--- src/rtl/tcw_pkg.sv ---
package tcw_pkg;

    localparam logic [7:0] NEWLINE_CODE = 8'd10;
    localparam logic [7:0] SPACE_CODE   = 8'd32;
    localparam logic [7:0] COLOR_RESET  = 8'd15;

    localparam int CFG_IDX_W  = 1;
    localparam int CFG_DATA_W = 11;
    localparam logic [CFG_IDX_W-1:0] CFG_TEXT_COLOR = 1'b0;
    localparam logic [CFG_IDX_W-1:0] CFG_PROTECT    = 1'b1;

    typedef enum logic [1:0] {
        ACT_PUT   = 2'd0,
        ACT_BSP   = 2'd1,
        ACT_CLEAR = 2'd2,
        ACT_READ  = 2'd3
    } t_action;

    typedef enum logic [3:0] {
        S_INIT,
        S_IDLE,
        S_DECODE,
        S_PUT,
        S_SCROLL,
        S_SCROLL_END,
        S_BLANK,
        S_CLEAR,
        S_READ,
        S_RESP
    } t_state;

    // controller -> datapath
    typedef struct packed {
        logic latch;          // take the incoming item
        logic addr_zero;
        logic addr_last_row;
        logic addr_inc;
        logic scroll_rd;      // read one row below, write it back in the following cycle
        logic blank_wr;       // blank the cell at the sweep address
        logic init;           // blanks use the reset colour
        logic newline;
        logic put_wr;
        logic bsp_wr;
        logic rd_load;
        logic rd_zero;
        logic out_load;
    } t_cmd;

    // datapath -> controller
    typedef struct packed {
        t_action action;
        logic    is_newline;
        logic    col_full;
        logic    at_last_row;
        logic    bsp_ok;
        logic    idx_ok;
        logic    addr_at_end;
        logic    addr_at_scroll_end;
        logic    out_free;
    } t_status;

endpackage

--- src/rtl/tcw_ctrl.sv ---
module tcw_ctrl import tcw_pkg::*; (
    input  logic    i_clk,
    input  logic    i_rst_n,
    input  logic    i_s_tvalid,
    output logic    o_s_tready,
    input  t_status i_status,
    output t_cmd    o_cmd
);

    t_state r_state;
    t_state n_state;

    always_ff @(posedge i_clk) begin
        if (!i_rst_n) begin
            r_state <= S_INIT;
        end else begin
            r_state <= n_state;
        end
    end

    always_comb begin
        n_state = r_state;
        unique case (r_state)
            S_INIT: begin
                if (i_status.addr_at_end) n_state = S_IDLE;
            end
            S_IDLE: begin
                if (i_s_tvalid) n_state = S_DECODE;
            end
            S_DECODE: begin
                unique case (i_status.action)
                    ACT_PUT: begin
                        if (i_status.is_newline || i_status.col_full) begin
                            if (i_status.at_last_row) begin
                                n_state = S_SCROLL;
                            end else if (i_status.is_newline) begin
                                n_state = S_RESP;
                            end else begin
                                n_state = S_PUT;
                            end
                        end else begin
                            n_state = S_PUT;
                        end
                    end
                    ACT_BSP:   n_state = S_RESP;
                    ACT_CLEAR: n_state = S_CLEAR;
                    ACT_READ:  n_state = i_status.idx_ok ? S_READ : S_RESP;
                    default:   n_state = S_RESP;
                endcase
            end
            S_PUT: n_state = S_RESP;
            S_SCROLL: begin
                if (i_status.addr_at_scroll_end) n_state = S_SCROLL_END;
            end
            S_SCROLL_END: n_state = S_BLANK;
            S_BLANK: begin
                if (i_status.addr_at_end) begin
                    n_state = i_status.is_newline ? S_RESP : S_PUT;
                end
            end
            S_CLEAR: begin
                if (i_status.addr_at_end) n_state = S_RESP;
            end
            S_READ: n_state = S_RESP;
            S_RESP: begin
                if (i_status.out_free) n_state = S_IDLE;
            end
            default: n_state = S_INIT;
        endcase
    end

    always_comb begin
        o_cmd      = '0;
        o_s_tready = 1'b0;
        unique case (r_state)
            S_INIT: begin
                o_cmd.blank_wr = 1'b1;
                o_cmd.init     = 1'b1;
                o_cmd.addr_inc = 1'b1;
            end
            S_IDLE: begin
                o_s_tready  = 1'b1;
                o_cmd.latch = i_s_tvalid;
            end
            S_DECODE: begin
                o_cmd.rd_zero   = 1'b1;
                o_cmd.addr_zero = 1'b1;
                unique case (i_status.action)
                    ACT_PUT: begin
                        o_cmd.newline = i_status.is_newline || i_status.col_full;
                    end
                    ACT_BSP: o_cmd.bsp_wr = i_status.bsp_ok;
                    default: ;
                endcase
            end
            S_PUT: o_cmd.put_wr = 1'b1;
            S_SCROLL: begin
                o_cmd.scroll_rd = 1'b1;
                o_cmd.addr_inc  = 1'b1;
            end
            // last copy lands here via the pending write
            S_SCROLL_END: o_cmd.addr_last_row = 1'b1;
            S_BLANK, S_CLEAR: begin
                o_cmd.blank_wr = 1'b1;
                o_cmd.addr_inc = 1'b1;
            end
            S_READ: o_cmd.rd_load = 1'b1;
            S_RESP: o_cmd.out_load = i_status.out_free;
            default: ;
        endcase
    end

endmodule

--- config.mk ---
export PLATFORM = sky130hd
export DESIGN_NAME = tcw_ctrl
export DESIGN_NICKNAME = d
export VERILOG_FILES = /design/src/rtl/tcw_pkg.sv /design/src/rtl/tcw_ctrl.sv
export SDC_FILE = /design/constraint.sdc
export NUM_CORES = 1
export LEC_CHECK = 0
export ABC_AREA = 1
export BUFFER_PORTS_ARGS = -buffer_cell sky130_fd_sc_hd__clkbuf_2
export CAP_MARGIN = 30
export CORE_AREA = 3 3 40 42
export CTS_BUF_LIST = sky130_fd_sc_hd__clkbuf_4
export CTS_CLUSTER_DIAMETER = 30
export DETAILED_ROUTE_END_ITERATION = 12
export DIE_AREA = 0 0 43 45
export GPL_TIMING_DRIVEN = 0
export PLACE_DENSITY = 0.71
export SLEW_MARGIN = 20
export SYNTH_ARGS = -nofsm -noshare
export SYNTH_HDL_FRONTEND = slang
export SYNTH_SLANG_ARGS = --single-unit
--- constraint.sdc ---
create_clock -name i_clk -period 1.67 [get_ports i_clk]
set_input_delay 0.167 -clock i_clk [delete_from_list [all_inputs] [get_ports i_clk]]
set_output_delay 0.167 -clock i_clk [all_outputs]
set_load 0.02 [all_outputs]
==> impl_table.tex <==
\begin{tabular}{lr}
\hline
Metric & Value \\
\hline
\multicolumn{2}{l}{\textbf{Layout}} \\
Number of nets in the finished design & 141 \\
Most frequent standard cell in the layout excluding fill and tap cells & sky130\_fd\_sc\_hd\_\_nand2\_1 \\
FF/Latch Area & 80.08 µm² \\
Utilization after layout & 56.86\% \\
Number of antenna repair diodes & 0 \\
Leading cell types in the layout, fill and taps excluded & 25 x sky130\_fd\_sc\_hd\_\_nand2\_1, 24 x sky130\_fd\_sc\_hd\_\_clkbuf\_2, 18 x sky130\_fd\_sc\_hd\_\_inv\_1 \\
Registers with the most flip-flops & r\_state (4) \\
Area overhead of the layout relative to synthesis & 37.74\% \\
Number of flip-flops under the largest register name & 4 \\
Number of inserted filler cells in the final layout & 150 \\
Layout cells sized above 1 & 38.10\% \\
Largest register by flop count & r\_state \\
Area taken by multi-input logic gates & 386.6 µm² \\
\multicolumn{2}{l}{\textbf{Global routing}} \\
Pin count of the biggest net entering global routing & 8 \\
Number of global-route vias before repair & 631 \\
GRT Resource Usage Total & 17.55\% \\
Initial antenna violation count & 0 \\
Wire length of the first global-routing pass & 2677 µm \\
Global route total overflow & 0 \\
\multicolumn{2}{l}{\textbf{Timing}} \\
Final clock skew & 0.001218 ns \\
Hold slack & 0.2056 ns \\
Setup violations, final & 0 \\
Crit share post-route & 91.43\% \\
Worst slew margin relative to its limit & 81.24\% \\
Final Max Tran Viols & 0 \\
Setup repair after global routing missed its margin & false \\
Min Tclk post-route & 1.527 ns \\
Achievable Freq & 0.6550 GHz \\
Slew @ Worst Pin & 0.2810 ns \\
Final-report hold violation count & 0 \\
Setup TNS Final & 0 ns \\
\multicolumn{2}{l}{\textbf{Place}} \\
Placed wire-length estimate & 1181 µm \\
Number of buffer cells added on primary ports & 26 \\
Last weighted congestion value of the routability-driven placer & 0.8327 \\
\multicolumn{2}{l}{\textbf{Logic synthesis}} \\
Flop and latch count out of synthesis & 4 \\
Synthesized net count & 109 \\
Sequential share of the synthesized area & 15.09\% \\
Mapped cell area & 530.5 µm² \\
Mapped Cells & 96 \\
Average footprint of a synthesized cell & 5.526 µm² \\
Library cells used by synthesis & 20 \\
Yosys warning count & 0 \\
\multicolumn{2}{l}{\textbf{Clock tree}} \\
CTS tree & done \\
Worst-skew pair later-pin latency & 0.23 ns \\
Root Buffer Master & sky130\_fd\_sc\_hd\_\_clkbuf\_4 \\
Number of H-tree levels & 1 \\
Number of buffers inserted during clock tree synthesis & 3 \\
Clock Sinks & 4 \\
Clock transition at the register clock pins on the worst setup and hold paths after CTS & 0.04 ns \\
Maximum clock path buffer count & 2 \\
\multicolumn{2}{l}{\textbf{Critical path}} \\
Required arrival time at the worst endpoint & 1.50 ns \\
Arrival time at the worst endpoint & 1.36 ns \\
Largest stage delay, worst path & 0.47 ns \\
Critical-path maximum fanout & 6 \\
Critical Setup Path Class & reg -> out \\
CP Cell Sequence & inv\_1 -> nor2\_1 -> nand2\_2 -> nand3\_4 -> clkbuf\_2 \\
Crit path max-delay cell type & sky130\_fd\_sc\_hd\_\_dfxtp\_1 \\
Type of element launching the critical path & register \\
Critical Path Sink Type & output pin \\
\multicolumn{2}{l}{\textbf{Die}} \\
I/O pin cnt & 27 \\
Die area & 1935 µm² \\
Core footprint & 1285 µm² \\
Die width & 43 µm \\
Initial core utilization & 41.29\% \\
Row cnt & 13 \\
Die height & 45 µm \\
\multicolumn{2}{l}{\textbf{Detailed routing}} \\
Post-DR wirelength/cell & 9.943 µm \\
Count of routing violations after the opening detailed-route iteration & 7 \\
Number of DRC violations after detailed routing & 0 \\
Drt total wl & 1402 µm \\
Detail-routed via count per cell & 4.709 \\
Pre-antenna DRT Iters & 4 \\
DR vias & 664 \\
Count of nets left with antenna violations after detail routing & 0 \\
\multicolumn{2}{l}{\textbf{Min path}} \\
Worst hold path class & in -> reg \\
\multicolumn{2}{l}{\textbf{Run}} \\
Number of maximum-capacitance violations & 0 \\
\multicolumn{2}{l}{\textbf{Power and ir drop}} \\
Power per cell area & 1425 nW/µm² \\
Largest vdd supply drop & 0.8563 mV \\
Static leakage & 0.0004204 µW \\
\multicolumn{2}{l}{\textbf{Status}} \\
Outcome & finished clean \\
\hline
\end{tabular}
-- area by class of cell --
cell class,count,area share (%)
multi-input combinational,71,52.91
timing repair buffer,27,19.18
clock buffer,3,3.082
tap,15,2.568
inverter,20,10.27
sequential,4,10.96
buffer,1,1.027
-- routing by layer --
metal	up-vias	share of wire [%]	track usage [%]	wire (µm)
met2	23	44	28.74	620
met1	280	49	24.76	687
met5	-	0	0	0
met4	0	0	0	0
met3	0	6.7	4.781	94
li1	361	-	-	-
-- worst paths after layout --
check | slack (ns) | depth (start not counted) | end | from
worst max-delay path | 0.14 | 5 | o_cmd[7] | r_state[1]
worst min register to register | 0.53 | 2 | r_state[0] | r_state[0]
worst max register to register | 0.33 | 8 | r_state[1] | r_state[1]
worst min-delay path | 0.21 | 3 | r_state[0] | i_rst_n
-- worst max-delay path, delay by kind of cell, from the launching register on --
family	cells	cell delay, ns
flip-flops	1	0.47
AND/OR/NAND/NOR	3	0.38
buffers and inverters	2	0.27
-- logic make-up (layout without fill, tap and decap cells) --
kind of cell           count (synthesis)  in the layout  share of synthesized area, %
and+or+nand+nor                       63             63                         60.61
buffers and inverters                 21             51                         15.57
AOI/OAI and AO/OA                      8              8                         8.726
DFF                                    4              4                         15.09
-- report_power, final --
| part | total, µW | leakage [µW] | switching, µW | internal, µW |
|---|---|---|---|---|
| Combinational | 759 | 0.000374 | 494 | 264 |
| Clock | 120 | 0.0000138 | 39.9 | 80.4 |
| Sequential | 162 | 0.0000326 | 40.9 | 121 |
-- metrics by stage --
step                      instances  area, µm²  total power (µW)  setup WS [ns]
after global placement          137      685.7             886.6         0.2394
final                           141      730.7              1041         0.1432
after floorplan                  96      536.8             707.9         0.1372
after CTS                       140      713.2              1029        0.03994
after detailed placement        137      685.7             894.1         0.2312
after global routing            141      730.7              1156        0.01626
-- synth_stat cells --
cell type / count / share of area, %
sky130_fd_sc_hd__nand2_1: 26 / 18
sky130_fd_sc_hd__inv_1: 18 / 13
sky130_fd_sc_hd__nand3_1: 11 / 10
sky130_fd_sc_hd__nor2_1: 9 / 6.4
sky130_fd_sc_hd__a21oi_1: 5 / 4.7
sky130_fd_sc_hd__dfxtp_1: 4 / 15
sky130_fd_sc_hd__nor2_2: 4 / 4.7
sky130_fd_sc_hd__nand2_2: 3 / 3.5
sky130_fd_sc_hd__inv_2: 2 / 1.4
sky130_fd_sc_hd__nand2_4: 2 / 4.2
sky130_fd_sc_hd__nand4_1: 2 / 2.4
sky130_fd_sc_hd__nor4_1: 2 / 2.4
sky130_fd_sc_hd__a21oi_2: 1 / 1.7
sky130_fd_sc_hd__buf_4: 1 / 1.4
sky130_fd_sc_hd__nand3_2: 1 / 1.9
sky130_fd_sc_hd__nand3_4: 1 / 3.3
sky130_fd_sc_hd__nor2_4: 1 / 2.1
sky130_fd_sc_hd__nor3_1: 1 / 0.94
sky130_fd_sc_hd__o211ai_1: 1 / 1.4
sky130_fd_sc_hd__o21ai_0: 1 / 0.94
-- what timing repair did --
item                       CTS  global route
hold buffers                 0             0
hold endpoints to repair     0             0
gates resized for setup      1             5
setup endpoints to repair    1             3
buffers inserted             0             1
pin swaps                    0             1
Power figures use the tool's default switching activity.
